===== config.mk =====
export PLATFORM = sky130hd
export DESIGN_NAME = crc16_frame_receiver_core_flat
export DESIGN_NICKNAME = d
export VERILOG_FILES = /design/src/rtl/core/crcfr_pkg.sv /design/src/rtl/core/crcfr_if.sv /design/src/rtl/core/crcfr_crc8.sv /design/src/rtl/core/crcfr_cfg_regs.sv /design/src/rtl/core/crcfr_parser.sv /design/src/rtl/core/crc16_frame_receiver_core.sv /design/src/flat_wrapper.sv
export SDC_FILE = /design/constraint.sdc
export NUM_CORES = 1
export LEC_CHECK = 0
export ABC_AREA = 1
export ABC_CLOCK_PERIOD_IN_PS = 3450
export BUFFER_PORTS_ARGS = -buffer_cell sky130_fd_sc_hd__buf_4
export CAP_MARGIN = 10
export CORE_ASPECT_RATIO = 0.6
export CORE_MARGIN = 2
export CORE_UTILIZATION = 62
export DETAILED_ROUTE_END_ITERATION = 7
export GPL_TIMING_DRIVEN = 0
export PLACE_DENSITY = 0.81
export SYNTH_ARGS = -nofsm -noshare
export SYNTH_HDL_FRONTEND = slang
export SYNTH_SLANG_ARGS = --single-unit

===== constraint.sdc =====
create_clock -name clk -period 3.45 [get_ports clk]
set_input_delay 0 -clock clk [delete_from_list [all_inputs] [get_ports clk]]
set_output_delay 0 -clock clk [all_outputs]
set_load 0.01 [all_outputs]

===== src/rtl/core/crcfr_pkg.sv =====
package crcfr_pkg;

    localparam int unsigned BYTE_W = 8;
    localparam int unsigned LEN_W = 16;
    localparam int unsigned CRC_W = 16;
    localparam int unsigned CFG_IDX_W = 3;
    localparam int unsigned STATUS_W = 3;

    // Longest payload accepted for a log frame.
    localparam int unsigned MAX_LOG_LENGTH = 255;
    localparam logic [LEN_W-1:0] LOG_LEN_MAX = LEN_W'(MAX_LOG_LENGTH);
    localparam logic [LEN_W-1:0] TELEMETRY_LEN = LEN_W'(15);
    localparam logic [LEN_W-1:0] COMMAND_LEN = LEN_W'(7);

    localparam logic [CRC_W-1:0] CRC_INIT = 16'hFFFF;
    localparam logic [CRC_W-1:0] CRC_POLY = 16'hA001;

    typedef enum logic [CFG_IDX_W-1:0] {
        CFG_PREFIX_FIRST  = 3'd0,
        CFG_PREFIX_SECOND = 3'd1,
        CFG_VERSION_CODE  = 3'd2,
        CFG_TELEMETRY     = 3'd3,
        CFG_COMMAND       = 3'd4,
        CFG_LOG           = 3'd5,
        CFG_PING          = 3'd6,
        CFG_PONG          = 3'd7
    } cfg_idx_t;

    typedef enum logic [STATUS_W-1:0] {
        ST_OK      = 3'd0,
        ST_VERSION = 3'd1,
        ST_TYPE    = 3'd2,
        ST_LENGTH  = 3'd3,
        ST_CRC     = 3'd4
    } status_t;

    typedef enum logic {
        KIND_DATA = 1'b0,
        KIND_END  = 1'b1
    } kind_t;

    typedef struct packed {
        logic [BYTE_W-1:0] prefix_first;
        logic [BYTE_W-1:0] prefix_second;
        logic [BYTE_W-1:0] version_code;
        logic [BYTE_W-1:0] telemetry_code;
        logic [BYTE_W-1:0] command_code;
        logic [BYTE_W-1:0] log_code;
        logic [BYTE_W-1:0] ping_code;
        logic [BYTE_W-1:0] pong_code;
    } cfg_t;

    typedef struct packed {
        kind_t              kind;
        logic [BYTE_W-1:0]  data_byte;
        logic [BYTE_W-1:0]  byte_index;
        logic [BYTE_W-1:0]  frame_type;
        status_t            frame_status;
    } res_t;

endpackage


===== src/rtl/core/crcfr_if.sv =====
interface crcfr_in_if;
    import crcfr_pkg::*;

    logic              valid;
    logic              ready;
    logic [BYTE_W-1:0] rx_byte;

    modport source (output valid, output rx_byte, input ready);
    modport sink (input valid, input rx_byte, output ready);
endinterface

interface crcfr_out_if;
    import crcfr_pkg::*;

    logic                valid;
    logic                ready;
    logic                result_kind;
    logic [BYTE_W-1:0]   data_byte;
    logic [BYTE_W-1:0]   byte_index;
    logic [BYTE_W-1:0]   frame_type;
    logic [STATUS_W-1:0] frame_status;

    modport source (
        output valid, output result_kind, output data_byte, output byte_index,
        output frame_type, output frame_status, input ready
    );
    modport sink (
        input valid, input result_kind, input data_byte, input byte_index,
        input frame_type, input frame_status, output ready
    );
endinterface


===== src/rtl/core/crcfr_crc8.sv =====
module crcfr_crc8
    import crcfr_pkg::*;
(
    input  logic [CRC_W-1:0]  crc_in,
    input  logic [BYTE_W-1:0] data,
    output logic [CRC_W-1:0]  crc_out
);

    // Reflected CRC-16 update over one byte, least significant bit first.
    always_comb
    begin
        logic [CRC_W-1:0] c;
        c = crc_in ^ {{(CRC_W-BYTE_W){1'b0}}, data};
        for (int k = 0; k < BYTE_W; k++)
        begin
            if (c[0])
            begin
                c = (c >> 1) ^ CRC_POLY;
            end
            else
            begin
                c = c >> 1;
            end
        end
        crc_out = c;
    end

endmodule


===== src/rtl/core/crcfr_cfg_regs.sv =====
module crcfr_cfg_regs
    import crcfr_pkg::*;
(
    input  logic                 clk,
    input  logic                 rst_n,
    input  logic                 cfg_we,
    input  logic [CFG_IDX_W-1:0] cfg_index,
    input  logic [BYTE_W-1:0]    cfg_data,
    output cfg_t                 cfg
);

    cfg_t cfg_reg;
    cfg_t cfg_next;

    always_comb
    begin
        cfg_next = cfg_reg;
        if (cfg_we)
        begin
            unique case (cfg_idx_t'(cfg_index))
                CFG_PREFIX_FIRST:  cfg_next.prefix_first = cfg_data;
                CFG_PREFIX_SECOND: cfg_next.prefix_second = cfg_data;
                CFG_VERSION_CODE:  cfg_next.version_code = cfg_data;
                CFG_TELEMETRY:     cfg_next.telemetry_code = cfg_data;
                CFG_COMMAND:       cfg_next.command_code = cfg_data;
                CFG_LOG:           cfg_next.log_code = cfg_data;
                CFG_PING:          cfg_next.ping_code = cfg_data;
                CFG_PONG:          cfg_next.pong_code = cfg_data;
            endcase
        end
    end

    always_ff @(posedge clk or negedge rst_n)
    begin
        if (!rst_n)
        begin
            cfg_reg.prefix_first <= 8'hAA;
            cfg_reg.prefix_second <= 8'h55;
            cfg_reg.version_code <= 8'h01;
            cfg_reg.telemetry_code <= 8'h00;
            cfg_reg.command_code <= 8'h01;
            cfg_reg.log_code <= 8'h02;
            cfg_reg.ping_code <= 8'h03;
            cfg_reg.pong_code <= 8'h04;
        end
        else
        begin
            cfg_reg <= cfg_next;
        end
    end

    assign cfg = cfg_reg;

endmodule


===== src/rtl/core/crcfr_parser.sv =====
module crcfr_parser
    import crcfr_pkg::*;
(
    input  logic              clk,
    input  logic              rst_n,
    input  cfg_t              cfg,
    input  logic              in_valid,
    output logic              in_ready,
    input  logic [BYTE_W-1:0] in_byte,
    output logic              res_valid,
    input  logic              res_ready,
    output res_t              res
);

    typedef enum logic [8:0] {
        PH_HUNT0 = 9'b000000001,
        PH_HUNT1 = 9'b000000010,
        PH_VER   = 9'b000000100,
        PH_TYPE  = 9'b000001000,
        PH_LENLO = 9'b000010000,
        PH_LENHI = 9'b000100000,
        PH_DATA  = 9'b001000000,
        PH_CRCLO = 9'b010000000,
        PH_CRCHI = 9'b100000000
    } phase_t;

    phase_t            phase_reg, phase_next;
    logic [CRC_W-1:0]  crc_reg, crc_next;
    logic [BYTE_W-1:0] type_reg, type_next;
    logic [LEN_W-1:0]  len_reg, len_next;
    logic [LEN_W-1:0]  done_reg, done_next;
    logic [BYTE_W-1:0] crc_lo_reg, crc_lo_next;
    logic [BYTE_W-1:0] byte_reg;
    logic              byte_valid_reg, byte_valid_next;
    logic              res_valid_reg, res_valid_next;
    res_t              res_reg, res_next;

    logic              stall;
    logic              take;
    logic              emit;
    logic [CRC_W-1:0]  crc_upd;
    logic              type_known;
    logic              len_ok;
    logic [LEN_W-1:0]  len_full;
    logic [LEN_W-1:0]  done_inc;

    crcfr_crc8 u_crc (
        .crc_in  (crc_reg),
        .data    (byte_reg),
        .crc_out (crc_upd)
    );

    // The held result blocks the byte in the input register only while it is not taken.
    assign stall = res_valid_reg && !res_ready;
    assign take = byte_valid_reg && !stall;
    assign in_ready = !byte_valid_reg || !stall;
    assign byte_valid_next = in_valid ? 1'b1 : (byte_valid_reg && stall);

    assign type_known = (byte_reg == cfg.telemetry_code) || (byte_reg == cfg.command_code)
                     || (byte_reg == cfg.log_code) || (byte_reg == cfg.ping_code)
                     || (byte_reg == cfg.pong_code);

    assign len_full = {byte_reg, len_reg[BYTE_W-1:0]};
    assign done_inc = done_reg + LEN_W'(1);

    // The first matching type code decides the length rule.
    always_comb
    begin
        priority if (type_reg == cfg.telemetry_code)
            len_ok = (len_full == TELEMETRY_LEN);
        else if (type_reg == cfg.command_code)
            len_ok = (len_full == COMMAND_LEN);
        else if (type_reg == cfg.log_code)
            len_ok = (len_full <= LOG_LEN_MAX);
        else if ((type_reg == cfg.ping_code) || (type_reg == cfg.pong_code))
            len_ok = (len_full == '0);
        else
            len_ok = 1'b0;
    end

    always_comb
    begin
        phase_next = phase_reg;
        crc_next = crc_reg;
        type_next = type_reg;
        len_next = len_reg;
        done_next = done_reg;
        crc_lo_next = crc_lo_reg;
        emit = 1'b0;
        res_next = res_reg;

        if (take)
        begin
            res_next = '0;
            unique case (phase_reg)
                PH_HUNT1:
                begin
                    if (byte_reg == cfg.prefix_second)
                    begin
                        phase_next = PH_VER;
                        crc_next = CRC_INIT;
                        type_next = '0;
                        len_next = '0;
                        done_next = '0;
                        crc_lo_next = '0;
                    end
                    else if (byte_reg != cfg.prefix_first)
                    begin
                        phase_next = PH_HUNT0;
                    end
                end
                PH_VER:
                begin
                    if (byte_reg != cfg.version_code)
                    begin
                        emit = 1'b1;
                        res_next.kind = KIND_END;
                        res_next.frame_status = ST_VERSION;
                        phase_next = PH_HUNT0;
                    end
                    else
                    begin
                        crc_next = crc_upd;
                        phase_next = PH_TYPE;
                    end
                end
                PH_TYPE:
                begin
                    type_next = byte_reg;
                    if (!type_known)
                    begin
                        emit = 1'b1;
                        res_next.kind = KIND_END;
                        res_next.frame_type = byte_reg;
                        res_next.frame_status = ST_TYPE;
                        phase_next = PH_HUNT0;
                    end
                    else
                    begin
                        crc_next = crc_upd;
                        phase_next = PH_LENLO;
                    end
                end
                PH_LENLO:
                begin
                    len_next = {{(LEN_W-BYTE_W){1'b0}}, byte_reg};
                    crc_next = crc_upd;
                    phase_next = PH_LENHI;
                end
                PH_LENHI:
                begin
                    len_next = len_full;
                    if (!len_ok)
                    begin
                        emit = 1'b1;
                        res_next.kind = KIND_END;
                        res_next.frame_type = type_reg;
                        res_next.frame_status = ST_LENGTH;
                        phase_next = PH_HUNT0;
                    end
                    else
                    begin
                        crc_next = crc_upd;
                        done_next = '0;
                        phase_next = (len_full == '0) ? PH_CRCLO : PH_DATA;
                    end
                end
                PH_DATA:
                begin
                    crc_next = crc_upd;
                    emit = 1'b1;
                    res_next.kind = KIND_DATA;
                    res_next.data_byte = byte_reg;
                    res_next.byte_index = done_reg[BYTE_W-1:0];
                    res_next.frame_type = type_reg;
                    res_next.frame_status = ST_OK;
                    done_next = done_inc;
                    if (done_inc >= len_reg)
                    begin
                        phase_next = PH_CRCLO;
                    end
                end
                PH_CRCLO:
                begin
                    crc_lo_next = byte_reg;
                    phase_next = PH_CRCHI;
                end
                PH_CRCHI:
                begin
                    emit = 1'b1;
                    res_next.kind = KIND_END;
                    res_next.frame_type = type_reg;
                    res_next.frame_status = ({byte_reg, crc_lo_reg} == crc_reg) ? ST_OK : ST_CRC;
                    phase_next = PH_HUNT0;
                end
                default:
                begin
                    phase_next = (byte_reg == cfg.prefix_first) ? PH_HUNT1 : PH_HUNT0;
                end
            endcase
        end

        res_valid_next = take ? emit : stall;
    end

    always_ff @(posedge clk or negedge rst_n)
    begin
        if (!rst_n)
        begin
            phase_reg <= PH_HUNT0;
            crc_reg <= CRC_INIT;
            type_reg <= '0;
            len_reg <= '0;
            done_reg <= '0;
            crc_lo_reg <= '0;
            byte_valid_reg <= 1'b0;
            res_valid_reg <= 1'b0;
        end
        else
        begin
            phase_reg <= phase_next;
            crc_reg <= crc_next;
            type_reg <= type_next;
            len_reg <= len_next;
            done_reg <= done_next;
            crc_lo_reg <= crc_lo_next;
            byte_valid_reg <= byte_valid_next;
            res_valid_reg <= res_valid_next;
        end
    end

    always_ff @(posedge clk)
    begin
        if (in_valid && in_ready)
        begin
            byte_reg <= in_byte;
        end
        res_reg <= res_next;
    end

    assign res_valid = res_valid_reg;
    assign res = res_reg;

endmodule


===== src/rtl/core/crc16_frame_receiver_core.sv =====
// Byte-stream frame receiver with a CRC-16/MODBUS check. One received byte is accepted per
// clock cycle as long as results are taken; a byte lands in an input register and is parsed
// from there, so each payload byte or end-of-frame result is registered and held until it is
// taken. Throughput is bound by the byte-wise CRC update and state step. The receiver hunts
// for the two prefix bytes, checks version, type and little-endian length, passes payload bytes
// out with their index, and closes each frame (or any error) with one end result carrying the
// status. Configuration registers are to be written by the user through the plain write port
// only while no byte is in flight; the block itself does not enforce this.
module crc16_frame_receiver_core
    import crcfr_pkg::*;
(
    input  logic                 clk,
    input  logic                 rst_n,
    crcfr_in_if.sink             rx,
    crcfr_out_if.source          res,
    input  logic                 cfg_we,
    input  logic [CFG_IDX_W-1:0] cfg_index,
    input  logic [BYTE_W-1:0]    cfg_data
);

    cfg_t cfg;
    res_t res_data;

    crcfr_cfg_regs u_cfg (
        .clk       (clk),
        .rst_n     (rst_n),
        .cfg_we    (cfg_we),
        .cfg_index (cfg_index),
        .cfg_data  (cfg_data),
        .cfg       (cfg)
    );

    crcfr_parser u_parser (
        .clk       (clk),
        .rst_n     (rst_n),
        .cfg       (cfg),
        .in_valid  (rx.valid),
        .in_ready  (rx.ready),
        .in_byte   (rx.rx_byte),
        .res_valid (res.valid),
        .res_ready (res.ready),
        .res       (res_data)
    );

    assign res.result_kind = res_data.kind;
    assign res.data_byte = res_data.data_byte;
    assign res.byte_index = res_data.byte_index;
    assign res.frame_type = res_data.frame_type;
    assign res.frame_status = res_data.frame_status;

endmodule

===== src/flat_wrapper.sv =====
// flat-port wrapper written by rule: the top's interface ports become plain ports
module crc16_frame_receiver_core_flat import crcfr_pkg::*;
  (clk, rst_n, cfg_we, cfg_index, cfg_data, rx_valid, rx_rx_byte, rx_ready, res_valid, res_result_kind, res_data_byte, res_byte_index, res_frame_type, res_frame_status, res_ready);
  crcfr_in_if rx_i ();
  crcfr_out_if res_i ();
  input  logic clk;
  input  logic rst_n;
  input  logic cfg_we;
  input  logic [CFG_IDX_W-1:0] cfg_index;
  input  logic [BYTE_W-1:0] cfg_data;
  input wire logic [$bits(rx_i.valid)-1:0] rx_valid;
  input wire logic [$bits(rx_i.rx_byte)-1:0] rx_rx_byte;
  output wire logic [$bits(rx_i.ready)-1:0] rx_ready;
  output wire logic [$bits(res_i.valid)-1:0] res_valid;
  output wire logic [$bits(res_i.result_kind)-1:0] res_result_kind;
  output wire logic [$bits(res_i.data_byte)-1:0] res_data_byte;
  output wire logic [$bits(res_i.byte_index)-1:0] res_byte_index;
  output wire logic [$bits(res_i.frame_type)-1:0] res_frame_type;
  output wire logic [$bits(res_i.frame_status)-1:0] res_frame_status;
  input wire logic [$bits(res_i.ready)-1:0] res_ready;
  assign rx_i.valid = rx_valid;
  assign rx_i.rx_byte = rx_rx_byte;
  assign rx_ready = rx_i.ready;
  assign res_valid = res_i.valid;
  assign res_result_kind = res_i.result_kind;
  assign res_data_byte = res_i.data_byte;
  assign res_byte_index = res_i.byte_index;
  assign res_frame_type = res_i.frame_type;
  assign res_frame_status = res_i.frame_status;
  assign res_i.ready = res_ready;
  crc16_frame_receiver_core u_core (.clk(clk), .rst_n(rst_n), .rx(rx_i), .res(res_i), .cfg_we(cfg_we), .cfg_index(cfg_index), .cfg_data(cfg_data));
endmodule

==> impl_metrics.py <==
metrics = {
    "route": {
        "routed-via-count": 8710,
        "drt_wl_total_mm": 27.09,
        "dr.pass1.iters": 5,
        "wl_per_cell_um": 18.00,
        "drt_iter0_drc": 939,
        "drc_errors": 0,
        "antenna_left": 0,
        "post_drt_via_cell_ratio": 5.787,
    },
    "timing": {
        "finalCritPeriodShare_pct": 95.30,
        "final.min_clock_period_ns": 3.288,
        "skew_ns": 0.01948,
        "setup_violations": 0,
        "holdWs_ns": 0.02423,
        "worst_slew_pin_slew_ns": 0.8183,
        "clock.fmax_mhz": 304.1,
        "final_max_slew_viol_count": 0,
        "hold_violations": 0,
        "slew_headroom_pct": 45.03,
    },
    "floorplanning": {
        "die_w_um": 166.9,
        "pin_count": 54,
        "rows": 35,
        "dieArea_um2": 16990,
        "start_util_pct": 63.88,
        "fp.dieH_um": 101.8,
        "coreArea_um2": 15460,
    },
    "synthesis": {
        "synth-edff-count": 36,
        "synth_area_leaders": "dfrtp_1 27%, nand2_1 13%, edfxtp_1 11%, dfstp_2 8.2%, xnor2_1 5.8%",
        "synth_ff_type": "dfrtp_1",
        "synthesis.area_um2": 9874,
        "synth_warnings": 0,
        "yosys.cell_count.top_type": "nand2_1",
        "async_reset_ff_share_pct": 79.43,
        "synth_nets": 1234,
        "avgSynthCellArea_um2": 8.277,
        "yosysUniqueCellTypes": 48,
        "yosys.area.top_type": "dfrtp_1",
        "synth_seq_cells": 175,
        "syn_inst": 1193,
        "yosys.area.top_type_share_pct": 27.37,
        "synth_common_cells": "351 x nand2_1, 111 x inv_1, 108 x dfrtp_1, 99 x o21ai_0, 76 x nor2_1",
        "yosysSeqAreaShare_pct": 46.57,
    },
    "cts": {
        "clkSinkCount": 175,
        "clk_pin_slew_ns": 0.09,
        "cts.path.max_buffers": 2,
        "cts_tree": "yes",
        "clockRootBuffer": "clkbuf_16",
        "insertion_delay_ns": 0.45,
        "h-tree-depth": 4,
        "cts_made_buffers": 17,
    },
    "power": {
        "ir_drop_uv": 394.5,
        "p_total_uw": 6220,
        "p_per_area_nw_per_um2": 543.5,
        "switching_share_pct": 34.83,
        "p_int_uw": 4053,
        "power_frac_seq_pct": 44.2,
        "p_leak_uw": 0.005297,
        "combPwrFrac_pct": 24.3,
        "p_switching_uw": 2167,
        "p_clk_share_pct": 31.6,
    },
    "setup_path": {
        "worstSetupEndpointType": "flop",
        "r2r_end": "u_core.u_parser.phase_reg[3]",
        "path_delay_family": "simple AND/OR/NAND/NOR gates",
        "path_max_fanout": 5,
        "worstPathArrival_ns": 3.62,
        "crit_path_max_incr_delay_ns": 0.40,
        "r2r_slack_ns": 0.16,
        "critPathLaunchType": "flop",
        "r2r.worst_path.cells": 21,
        "crit_chain": "ha_2 -> nand2_1 -> nor2_2 -> nand3_2 -> nor2_2 -> inv_1 -> nor2_2 -> nand2_1 -> nor3_2 -> xor2_1 -> inv_1 -> ha_1 -> nand2_1 -> inv_1 -> nand3_1 -> nor3_2 -> nand3_1 -> nand4_1 -> buf_4 -> nand3_2 -> o21ai_0",
        "r2r_start": "u_core.u_parser.done_reg[0]",
        "crit_required_ns": 3.78,
        "cp_num_buf_inv": 4,
        "critPathKind": "flop to flop",
        "cp_slowest_cell": "dfrtp_1",
    },
    "global_routing": {
        "grt_max_degree": 101,
        "grt-ovfl-total": 0,
        "grt_pass1_wl_mm": 43.21,
        "track_usage_pct": 33.05,
        "antenna_found_initial": 0,
        "grt_pass1_vias": 8314,
    },
    "hold_path": {
        "hold_class": "input pin to flop",
        "whs_endpoint": "u_core.u_cfg.cfg[41]",
        "holdPathStages": 3,
        "worstHoldStart": "cfg_data[1]",
    },
    "final_layout": {
        "antennaDiodeCount": 0,
        "utilization_pct": 74.03,
        "drive_gt1_share_pct": 17.82,
        "fillers": 1136,
        "largest_register_ffs": 64,
        "final_cell_area_um2": 11440,
        "layout.cells.non_filler": 1505,
        "nets": 1330,
        "syn_to_final_growth_pct": 15.90,
    },
    "place": {
        "routabilityCongestion": 0.9119,
        "dp.cells": 1451,
        "place_area_um2": 10590,
        "dpl.hpwl_mm": 19.02,
        "io_buffers": 53,
    },
    "status": {
        "run_status": "finished clean",
    },
    "flow_run": {
        "drv_cap": 0,
    },
}
## final cells by class
class | count | area (um^2) | share of cell area [%]
buffer | 37 | 270.3 | 2.361
timing repair buffer | 76 | 661.9 | 5.783
tap | 203 | 254.0 | 2.219
clock inverter | 15 | 183.9 | 1.607
multi-input combinational | 853 | 4562 | 39.86
sequential | 175 | 4598 | 40.18
inverter | 129 | 489.2 | 4.275
clock buffer | 17 | 425.4 | 3.717
## per-stage QoR
step / setup slack [ns] / TNS (ns)
final: 0.1620 / 0
after global routing: -0.09624 / -0.1448
after CTS: 0.02613 / 0
after detailed placement: -0.05132 / -0.1117
after global placement: -0.07882 / -0.2100
after floorplan: 0.5270 / 0
## worst max path at each step
stage,from,endpoint,slack (ns),depth (start not counted)
detailed placement,u_core.u_parser.done_reg[0],u_core.u_parser.phase_reg[4],-0.05,22
global route,u_core.u_parser.done_reg[0],u_core.u_parser.phase_reg[3],-0.1,21
floorplan,u_core.u_parser.done_reg[0],u_core.u_parser.phase_reg[4],0.53,22
finish,u_core.u_parser.done_reg[0],u_core.u_parser.phase_reg[3],0.16,21
global placement,u_core.u_parser.done_reg[0],u_core.u_parser.phase_reg[4],-0.08,22
CTS,u_core.u_parser.done_reg[0],u_core.u_parser.phase_reg[4],0.03,22
## cells in the final DEF (no fill, tap or decap), types with 3 or more instances in the layout
cell type / count
buf_2: 9
dfstp_2: 31
nor2_4: 4
nand2_2: 6
ha_1: 16
or2_2: 12
buf_4: 58
o22ai_1: 8
dfrtp_1: 108
a21oi_1: 16
inv_1: 110
nand4_1: 23
nor2_2: 8
or2_0: 3
inv_2: 16
edfxtp_1: 36
inv_8: 3
dlygate4sd3_1: 19
clkinv_8: 6
nand2_1: 351
nor4_1: 7
buf_6: 15
inv_6: 4
o21ai_2: 17
o21ai_0: 99
nor3_2: 5
nand3_1: 48
clkbuf_16: 17
xnor2_1: 65
clkbuf_1: 10
nor3_1: 13
nand3_2: 4
nor2_1: 73
o21ai_1: 24
xor2_1: 31
## layer usage
layer	routed length, um	global-route usage [%]	part of all wire, %
met4	595	11.80	2.2
met3	3210	8.910	12
met2	11350	47.86	42
met1	11940	48.14	44
met5	0	0	0
## power by group through the flow
stage          combinational [uW]  clock [uW]  sequential, uW
6_report                     1510        1960            2750
5_1_grt                      1680        2060            2780
3_3_place_gp                 1380           0            2760
4_1_cts                      1470        1970            2730
2_1_floorplan                1080           0            2700
3_5_place_dp                 1430           0            2770
## worst register-to-register path: cells and delay by family, from the launching register on
| family | cells | cell delay [ns] |
|---|---|---|
| DFF | 1 | 0.40 |
| buffers and inverters | 4 | 0.36 |
| xor gates and xnor gates | 1 | 0.17 |
| and+or+nand+nor | 13 | 1.51 |
| AOI/OAI and AO/OA | 1 | 0.27 |
| adders and majority gates | 2 | 0.48 |
## cells by family after synthesis
| family | synth area share [%] |
|---|---|
| AO/OA/AOI/OAI | 9.782 |
| XOR/XNOR | 8.680 |
| flip-flops | 46.57 |
| AND/OR/NAND/NOR | 25.15 |
| adder cells (fa/ha/maj) | 2.154 |
| buffers and inverters | 7.666 |
## timing repair
action	CTS	global route
endpoints found under the setup margin	4	9
hold buffers	19	0
resized for setup	3	7
pin swaps	0	2
buffers inserted	0	2
cloned	0	1
hold endpoints to repair	126	0
Note: power is estimated with default switching activity, not from simulation.
